$ cat src/assert_macros.svh
// Assertion macros used by the waitlist RTL.
`ifndef ASSERT_MACROS_SVH
`define ASSERT_MACROS_SVH

// Check that a property holds on every rising clock edge outside reset.
`define ASSERT_PROP(lbl, clk, rstn, prop, msg) \
  lbl: assert property (@(posedge clk) disable iff (!(rstn)) (prop)) else $error(msg);

// Check that a condition never holds on a rising clock edge outside reset.
`define ASSERT_NEVER(lbl, clk, rstn, cond, msg) \
  lbl: assert property (@(posedge clk) disable iff (!(rstn)) !(cond)) else $error(msg);

`endif

$ cat src/ffw_ram.sv
// Generic single-write, single-read RAM with registered read data.
module ffw_ram #(
  parameter int unsigned WIDTH = 8,
  parameter int unsigned DEPTH = 32,
  localparam int unsigned AW = (DEPTH > 1) ? $clog2(DEPTH) : 1
) (
  input  logic             clk_i,
  input  logic             we_i,
  input  logic [AW-1:0]    waddr_i,
  input  logic [WIDTH-1:0] wdata_i,
  input  logic [AW-1:0]    raddr_i,
  output logic [WIDTH-1:0] rdata_o
);

  logic [WIDTH-1:0] mem_q [DEPTH];
  logic [WIDTH-1:0] rdata_q;

  // Write port and registered read port
  always_ff @(posedge clk_i) begin
    if (we_i) begin
      mem_q[waddr_i] <= wdata_i;
    end
    rdata_q <= mem_q[raddr_i];
  end

  assign rdata_o = rdata_q;

endmodule

$ cat config.mk
export PLATFORM = sky130hd
export DESIGN_NAME = ffw_ram
export DESIGN_NICKNAME = d
export VERILOG_FILES = /design/src/assert_macros.svh /design/src/ffw_ram.sv
export SDC_FILE = /design/constraint.sdc
export NUM_CORES = 1
export LEC_CHECK = 0
export BUFFER_PORTS_ARGS = -buffer_cell sky130_fd_sc_hd__clkbuf_2
export CAP_MARGIN = 40
export CORE_ASPECT_RATIO = 0.8
export CORE_MARGIN = 4
export CORE_UTILIZATION = 42
export DETAILED_ROUTE_END_ITERATION = 8
export SYNTH_ARGS = -nofsm -noshare
export SYNTH_HDL_FRONTEND = slang
export SYNTH_SLANG_ARGS = --single-unit
$ cat constraint.sdc
create_clock -name clk_i -period 2.6 [get_ports clk_i]
set_input_delay 0.39 -clock clk_i [delete_from_list [all_inputs] [get_ports clk_i]]
set_output_delay 0.39 -clock clk_i [all_outputs]
set_load 0.005 [all_outputs]
Word-level counts from Yosys, hierarchy flattened --
Memory sizes are Yosys's and may differ from the RTL's. A register that Yosys moved wholly into a read port is not among the register bits. Index checks and enable logic that the tools add are counted.
Word-level totals: bits in registers 0, memory bits (writable) 256, input port bits 20, output and inout bits 8, logic and storage cells 3, memories kept 1
Cells by class: multiplexer cells 2
Memories:
- mem_q | depth 32, width 8, read ports 1, clocked after Yosys merged registers in 1, wr ports 1, RTL line ffw_ram.sv:15 | logic [WIDTH-1:0] mem_q [DEPTH];
Operators by type and width (count):
- 2-to-1 mux 1 bit | 2

Longest topological paths before layout --
word-level depth 2, mapped depth 5, gate-level depth less buffers 3

Least setup slack after synthesis --
OpenSTA, ideal clock, no wires.
path type input to register, start input port raddr_i[2], end register rdata_q[0], in the netlist rdata_o[0], read port of mem_q, setup time 0.121 ns, data arrival time 2.072 ns, slack 0.408 ns, cell stages on the path 5, cells stage by stage clkbuf_1 -> clkbuf_1 -> mux4_2 -> mux4_2 -> mux2_2
RTL lines:
- start: declaration | RTL line ffw_ram.sv:11 | input logic [AW-1:0] raddr_i,
- end: declaration | RTL line ffw_ram.sv:16 | logic [WIDTH-1:0] rdata_q;

==> flow_summary.toml <==
[place]
gp_congestion = 0.762
dp_hpwl_microns = 13500
portBuffers = 27
dpl.cell_count = 778

[timing]
period_needed_ns = 1.84
skew_ns = 0.00525
post-route-period-util = 0.707
rsz0062_at_grt = "no"
setup_viol = 0
fmax_mhz = 544
fin_setup_tns_ns = 0
finalHoldViolations = 0
slew_headroom = 0.518
drv_slew = 0
tightest_slew_ns = 0.723

[grt]
antenna_found_initial = 4
grt_max_degree = 48
grt-ovfl-total = 0
grt_pass1_vias = 4692
grt_pass1_wl_microns = 31600
grtUsageTotal = 0.162

[run]
maxCapViolations = 0

[finish]
final_cell_mix = "edfxtp_1, mux4_2, buf_4"
layout-drive-gt1-share = 0.387
n_antenna_cell = 0
nFillCells = 1859
multi_input_area_sq_um = 2100
regArea_sq_um = 7850
syn_to_final_growth_pct = 16.0
finalNetCount = 513
fin_cells = 823
final_common_cell = "edfxtp_1"

[clock_tree]
cts_buffer_depth = 3
post_cts_resize_count = 0
tritoncts = "done"
clk_pin_slew_ns = 0.06
clock-sinks = 264
post_cts_buffers = 0
clk_latency_ns = 0.51
htreeDepth = 1
cts.root.buffer_cell = "clkbuf_16"
cts_made_buffers = 25
hold_buffers = 0

[yosys]
synthCells = 417
synthSimpleGateAreaFrac = 0.0207
synth_top_family_by_area = "multiplexers"
synthMuxAreaShare = 0.188
synth_seq_area_share = 0.781
synth_area_per_cell_sq_um = 24.1
syn_area_sq_um = 10100
yosys_warnings = 0
synthXorXnorAreaFrac = 0
synth_compound_area_frac = 0
synthDistinctLibCells = 15
ys_ff_latch = 264
synth_nets = 437
synth_fa_ha_area_frac = 0

[critical_path]
crit_slowest_cell = "mux4_2"
arrival_ns = 2.24
cp_num_buf_inv = 0
cp_max_fo = 1
path_delay_family = "multiplexers"
crit_top_cell = "mux4_2"
crit_path_end_kind = "flip-flop"
worstSetupPathType = "flip-flop to flip-flop"
worstSetupStartpointType = "flip-flop"
cp_data_required_time_ns = 3.00
slowest_delay_ns = 0.57
path_cells = "mux4_2 -> mux4_2 -> mux2_2"

[floorplan]
die_x_microns = 181
initial_core_util = 0.429
coreArea_sq_um = 23500
io_pins = 28
die_h_microns = 146
die_area_sq_um = 26500
rows = 50

[pwr]
pwr_density_cell_nw_per_um2 = 747
netSwitchingFraction = 0.200
pwr-share-clk = 0.402
power_switching_mw = 1.74
p_seq_frac = 0.546
internal_power_mw = 6.96
combPwrFrac = 0.052
ir_worst_vdd_v = 0.000481
leakage_nw = 3.73
finalPower_mw = 8.70

[detailed_routing]
drtAntennaViolNets = 0
drt_iter0_drc = 479
routed_via_density = 5.54
post-route-drc-count = 0
routedWlPerCell_microns = 25.6
vias = 4558
wirelength_microns = 21000
firstDrtPassIters = 5

[run_status]
status = "finished, final reports clean"

[min_path]
worstHoldPathType = "input pin to flip-flop"
[power by group through the flow]
stage	clock network [mW]	registers, mW	logic [mW]
after CTS	3.57	4.75	0.465
after floorplan	0	4.84	0.252
after global routing	3.77	4.75	0.491
final	3.50	4.75	0.454
after detailed placement	0	4.84	0.464
after global placement	0	4.84	0.455
[final timing paths]
kind,cells past startpoint,slack [ns],start,endpoint
worst max-delay path,3,0.76,mem_q[5][6],rdata_o[6]
worst min-delay path,2,0.37,raddr_i[3],rdata_o[6]
worst max register to register,3,0.76,mem_q[5][6],rdata_o[6]
worst min register to register,3,0.90,mem_q[31][4],rdata_o[4]
[cells in the mapped netlist (all sizes together)]
master	n	area share
buf	14	0.0083
clkbuf	6	0.0022
dfxtp	8	0.016
edfxtp	256	0.76
mux2	8	0.0090
mux4	80	0.18
nand2	1	0.00037
nand3	2	0.0010
nand3b	5	0.0037
nor2	33	0.012
or3	1	0.00062
or3b	3	0.0026
[per-layer routing]
| layer | global-route usage | share of wire | up-vias | routed length [microns] |
|---|---|---|---|---|
| met5 | 0 | 0.0017 | - | 35 |
| met4 | 0.0311 | 0.016 | 6 | 341 |
| met3 | 0.0421 | 0.078 | 39 | 1650 |
| met2 | 0.239 | 0.45 | 150 | 9460 |
| met1 | 0.249 | 0.45 | 2428 | 9540 |
| li1 | - | - | 1935 | - |
[registers in the layout (all words and copies together), names as in the netlist]
register	cells
rdata_o	8
mem_q	256
[through the flow]
step / util / hold slack (ns) / instance area [sq um] / setup WS (ns)
3_5_place_dp: 0.463 / 0.768 / 10900 / 0.314
2_1_floorplan: - / 0.489 / 10100 / 0.408
5_1_grt: 0.497 / 0.365 / 11700 / 0.732
4_1_cts: 0.497 / 0.344 / 11700 / 0.767
3_3_place_gp: 0.463 / 0.765 / 10900 / 0.312
6_report: 0.497 / 0.366 / 11700 / 0.763
[cells by family (layout without fill, tap and decap cells)]
kind of cell	after synthesis	after routing
flip-flops	264	264
AND/OR/NAND/NOR	45	45
buffers and inverters	20	114
multiplexers	88	88
[final cells by class]
cell class / count / share of cell area
Sequential cell: 264 / 0.673
Clock inverter: 14 / 0.0106
Timing Repair Buffer: 69 / 0.0453
Multi-Input combinational cell: 133 / 0.180
Clock buffer: 31 / 0.0573
Tap cell: 312 / 0.0335
Power figures use the tool's default switching activity.
