===== src/assert_macros.svh =====
// Assertion macros used by the waitlist RTL.
`ifndef ASSERT_MACROS_SVH
`define ASSERT_MACROS_SVH

// Check that a property holds on every rising clock edge outside reset.
`define ASSERT_PROP(lbl, clk, rstn, prop, msg) \
  lbl: assert property (@(posedge clk) disable iff (!(rstn)) (prop)) else $error(msg);

// Check that a condition never holds on a rising clock edge outside reset.
`define ASSERT_NEVER(lbl, clk, rstn, cond, msg) \
  lbl: assert property (@(posedge clk) disable iff (!(rstn)) !(cond)) else $error(msg);

`endif


===== src/ffw_pkg.sv =====
// Shared types and constants of the first-fit waitlist.
package ffw_pkg;

  // Name and entry layout
  localparam int unsigned NAME_BYTES = 19;
  localparam int unsigned NAME_W     = 8 * NAME_BYTES;
  localparam int unsigned SIZE_W     = 8;
  localparam int unsigned QCOUNT_W   = 6;

  // Stream word widths
  localparam int unsigned IN_DATA_W  = 168;
  localparam int unsigned OUT_DATA_W = 168;

  typedef logic [NAME_W-1:0] name_t;

  typedef struct packed {
    name_t             name;
    logic [SIZE_W-1:0] size;
  } entry_t;

  // Command codes carried on the input tuser
  localparam logic CMD_ADD  = 1'b0;
  localparam logic CMD_SEAT = 1'b1;

  // Result status codes
  typedef enum logic [2:0] {
    ST_ADDED     = 3'd0,
    ST_DUPLICATE = 3'd1,
    ST_FULL      = 3'd2,
    ST_SEATED    = 3'd3,
    ST_NONE_FITS = 3'd4
  } status_e;

endpackage


===== src/ffw_canon.sv =====
// Name canonicalizer: clears every byte from the first zero byte or the length limit on.
module ffw_canon
  import ffw_pkg::*;
#(
  parameter int unsigned NAME_CHARS = 19
) (
  input  name_t name_i,
  output name_t name_o
);

  // Walk the bytes, zero everything past the terminator or the length limit
  always_comb begin
    logic ended;
    logic [7:0] b;
    ended  = 1'b0;
    name_o = '0;
    for (int unsigned i = 0; i < NAME_BYTES; i++) begin
      b = name_i[8*i +: 8];
      if (i >= NAME_CHARS || b == 8'h00) begin
        ended = 1'b1;
      end
      name_o[8*i +: 8] = ended ? 8'h00 : b;
    end
  end

endmodule

===== config.mk =====
export PLATFORM = sky130hd
export DESIGN_NAME = ffw_canon
export DESIGN_NICKNAME = d
export VERILOG_FILES = /design/src/assert_macros.svh /design/src/ffw_pkg.sv /design/src/ffw_canon.sv
export SDC_FILE = /design/constraint.sdc
export NUM_CORES = 1
export LEC_CHECK = 0
export BUFFER_PORTS_ARGS = -buffer_cell sky130_fd_sc_hd__buf_2
export CORE_AREA = 2 2 119 121
export DETAILED_ROUTE_END_ITERATION = 8
export DIE_AREA = 0 0 121 123
export SYNTH_ARGS = -nofsm -noshare
export SYNTH_HDL_FRONTEND = slang
export SYNTH_SLANG_ARGS = --single-unit

===== constraint.sdc =====
create_clock -name vclk -period 5.7
set_clock_uncertainty 0.2 [all_clocks]
set_input_delay 1.425 -clock vclk [all_inputs]
set_output_delay 1.425 -clock vclk [all_outputs]
set_load 0.05 [all_outputs]

Word-level counts from Yosys, hierarchy flattened:

Index checks and enable logic that the tools add are counted.

* bits in registers: 0
* bits of input ports: 152
* output and inout port bits: 152
* logic and storage cells: 57

* multiplexer cells: 38
* reductions and logical operators: 19

Operator list (count)
* 8-bit logical NOT: 19
* 8-bit two-way mux: 19
* 1-bit two-way mux: 19

Logic depth before layout (Yosys ltp):

* word-level depth: 21
* mapped depth: 8

Least setup slack after synthesis:

Ideal clock, no wire load.

* kind: in2out
* from: input port name_i[9]
* to: output port name_o[97]
* arrival time: 3772 ps
* required time: 4075 ps
* path slack: 303 ps
* cell stages on the path: 7
* cells stage by stage: nor4_1 nand2_1 and3_1 buf_6 nand4_2 buf_4 nor4b_1

* word-level cells in the longest chain between the ends: 14

Ends and longest elaborated chain
* from (decl): line ffw_canon.sv:7 `input name_t name_i,`
* 8-bit logical NOT: line ffw_canon.sv:19 `if (i >= NAME_CHARS || b == 8'h00) begin`
* 1-bit two-way mux (12 in a row): line ffw_canon.sv:19
* 8-bit two-way mux: line ffw_canon.sv:22 `name_o[8*i +: 8] = ended ? 8'h00 : b;`
* to (decl): line ffw_canon.sv:8 `output name_t name_o`

Every way passes these cells.

Final worst setup path:

* from: input port name_i[88]
* to: output port name_o[126]

* word-level cells in the longest chain between the ends: 7

Ends and longest elaborated chain (line)
* 8-bit logical NOT: ffw_canon.sv:19
* 1-bit two-way mux (5 in a row): ffw_canon.sv:19
* 8-bit two-way mux: ffw_canon.sv:22

Every way passes these cells.

==> results.sh <==
export IMPL_use_met1_pct=13.7
export IMPL_synth_compound_area_share_pct=2.52
export IMPL_yosys_area_share_adder_pct=0
export IMPL_end_kind="output pin"
export IMPL_p_per_area_nw_per_um2=140
export IMPL_drt_pre_antenna_iters=5
export IMPL_regArea_um2=0
export IMPL_ir_drop_v=0.0000631
export IMPL_grt_max_degree=49
export IMPL_startpoint_type="primary input"
export IMPL_diodes=0
export IMPL_n_sequential_cell=0
export IMPL_areaGrowthSynthToFinish_pct=100
export IMPL_netlist_area_um2=1640
export IMPL_critical_path_buf_inv_count=3
export IMPL_fp_coreArea_um2=13600
export IMPL_drc_errors=0
export IMPL_first_iter_violations=105
export IMPL_cp_required_ns=4.07
export IMPL_dp_hpwl_mm=8.58
export IMPL_critPathTopFamily="simple AND/OR/NAND/NOR gates"
export IMPL_synth_top_area_cell="and2_1"
export IMPL_die_width_um=121
export IMPL_period_needed_ns=4.89
export IMPL_max_freq_mhz=204
export IMPL_muxShareOfSynthArea_pct=0
export IMPL_critPathMaxFanout=46
export IMPL_finalMaxSlewViolations=0
export IMPL_viasPerCell=4.15
export IMPL_cts_resized=0
export IMPL_worstSetupPathType="in2out"
export IMPL_leakage_nw=1.91
export IMPL_track_usage_pct=11.2
export IMPL_synth_warning_count=0
export IMPL_arrival_ns=3.27
export IMPL_chipHeight_um=123
export IMPL_fin_tns_setup_ns=0
export IMPL_grt_pass1_wl_mm=13.5
export IMPL_yosysTopAreaCellShare_pct=21.8
export IMPL_synth_area_leaders="and2_1 (22%), and3_1 (16%), nor3_1 (14%)"
export IMPL_timing_critical_path_cells="buf_2 > or4_1 > nor2_2 > a211oi_4 > nand2_2 > buf_4 > nor3_1 > buf_2"
export IMPL_timing_final_crit_share_pct=85.8
export IMPL_setup_violations=0
export IMPL_slowest_stage="or4_1"
export IMPL_nets=720
export IMPL_grt_overflow=0
export IMPL_ys_seq_area_share_pct=0
export IMPL_avgSynthCellArea_um2=5.74
export IMPL_first_global_vias=2641
export IMPL_core_rowCount=43
export IMPL_antenna_found_initial=0
export IMPL_min_path_type="in2out"
export IMPL_use_met2_pct=22.3
export IMPL_grt_busiest_layer="met2"
export IMPL_yosysMostFrequentCell="and2_1"
export IMPL_wl_per_cell_um=13.3
export IMPL_synth_top_family_by_area="simple AND/OR/NAND/NOR gates"
export IMPL_synthesis_nets=437
export IMPL_io_buffers=304
export IMPL_drv_cap=0
export IMPL_post_route_cells_drive_above_1_share_pct=56.2
export IMPL_num_vias=3096
export IMPL_status="finished clean"
export IMPL_rsz0062_at_grt="false"
export IMPL_cts_hold_buf=0
export IMPL_start_util_pct=12.0
export IMPL_slew_headroom_pct=61.9
export IMPL_slowest_delay_ns=0.55
export IMPL_dieArea_um2=14900
export IMPL_finalPower_mw=0.459
export IMPL_synth_cell_types=23
export IMPL_yosys_area_share_simple_pct=81.6
export IMPL_worst_slew_pin_slew_ns=0.566
export IMPL_io_pins=304
export IMPL_clkbuf_count=0
export IMPL_crit_top_cell="buf_2"
export IMPL_post_route_util_pct=24.0
export IMPL_wl_mm=9.95
export IMPL_postCtsSetupBuffers=0
export IMPL_multi_input_area_um2=1380
export IMPL_gp_congestion=0.850
export IMPL_synth_cells_most_frequent="and2_1 (57), nor3_1 (47), and3_1 (43), nand2_1 (43), nor4_1 (30)"
export IMPL_syn_inst=285
export IMPL_grt_use_met3_pct=0.969
export IMPL_hold_viol_final=0
export IMPL_ant_nets=0
export IMPL_num_fill_cells=1586
export IMPL_synth_xor_area_share_pct=0
layout by cell type, fill, tap and decap left out, drive strengths merged:
master | Yosys | routed
a21oi | 2 | 2
nor2 | 3 | 3
and4b | 1 | 1
inv | 15 | 15
or4 | 6 | 6
nor4 | 30 | 30
and3 | 44 | 44
nand4 | 1 | 1
buf | 17 | 311
nand3 | 1 | 1
nor3 | 47 | 47
a211oi | 1 | 1
nand2 | 44 | 44
nor4b | 1 | 1
and2 | 57 | 57
a21boi | 1 | 1
and4 | 1 | 1
path summary, 6_finish.rpt:
path	start	end	slack, ns	cells past startpoint
setup / recovery	name_i[88]	name_o[126]	0.81	8
hold / removal	name_i[1]	name_o[1]	2.95	2
cell families (layout without fill, tap and decap cells):
family | count (synthesis) | in the layout
buf+inv | 45 | 326
compound gates | 4 | 4
simple gates | 236 | 236
report_power, final:
group          total [mW]  switching [mW]  internal (mW)
Sequential              0               0              0
Clock                   0               0              0
Combinational       0.459           0.338          0.121
Total               0.459           0.338          0.121
stage by stage:
stage                     instances  hold WS [ns]  instance area [um^2]  setup slack (ns)
after floorplan                 285          2.88                  1640             0.303
after global placement          746          2.95                  3270             0.773
after detailed placement        746          2.95                  3270             0.775
after CTS                       746          2.95                  3270             0.769
after global routing            746          2.96                  3270             0.691
final                           746          2.95                  3270             0.809
layer usage:
metal	vias up	wire length [um]
met2	187	5050
met4	0	0
met5	-	0
met3	0	859
met1	1344	4040
li1	1565	-
final cells by class:
class	instances	area share (%)
inverters	15	1.72
multi-input cells	240	42.0
well taps	180	6.88
repair buffers	311	49.4
(Power assumes the default switching activity.)
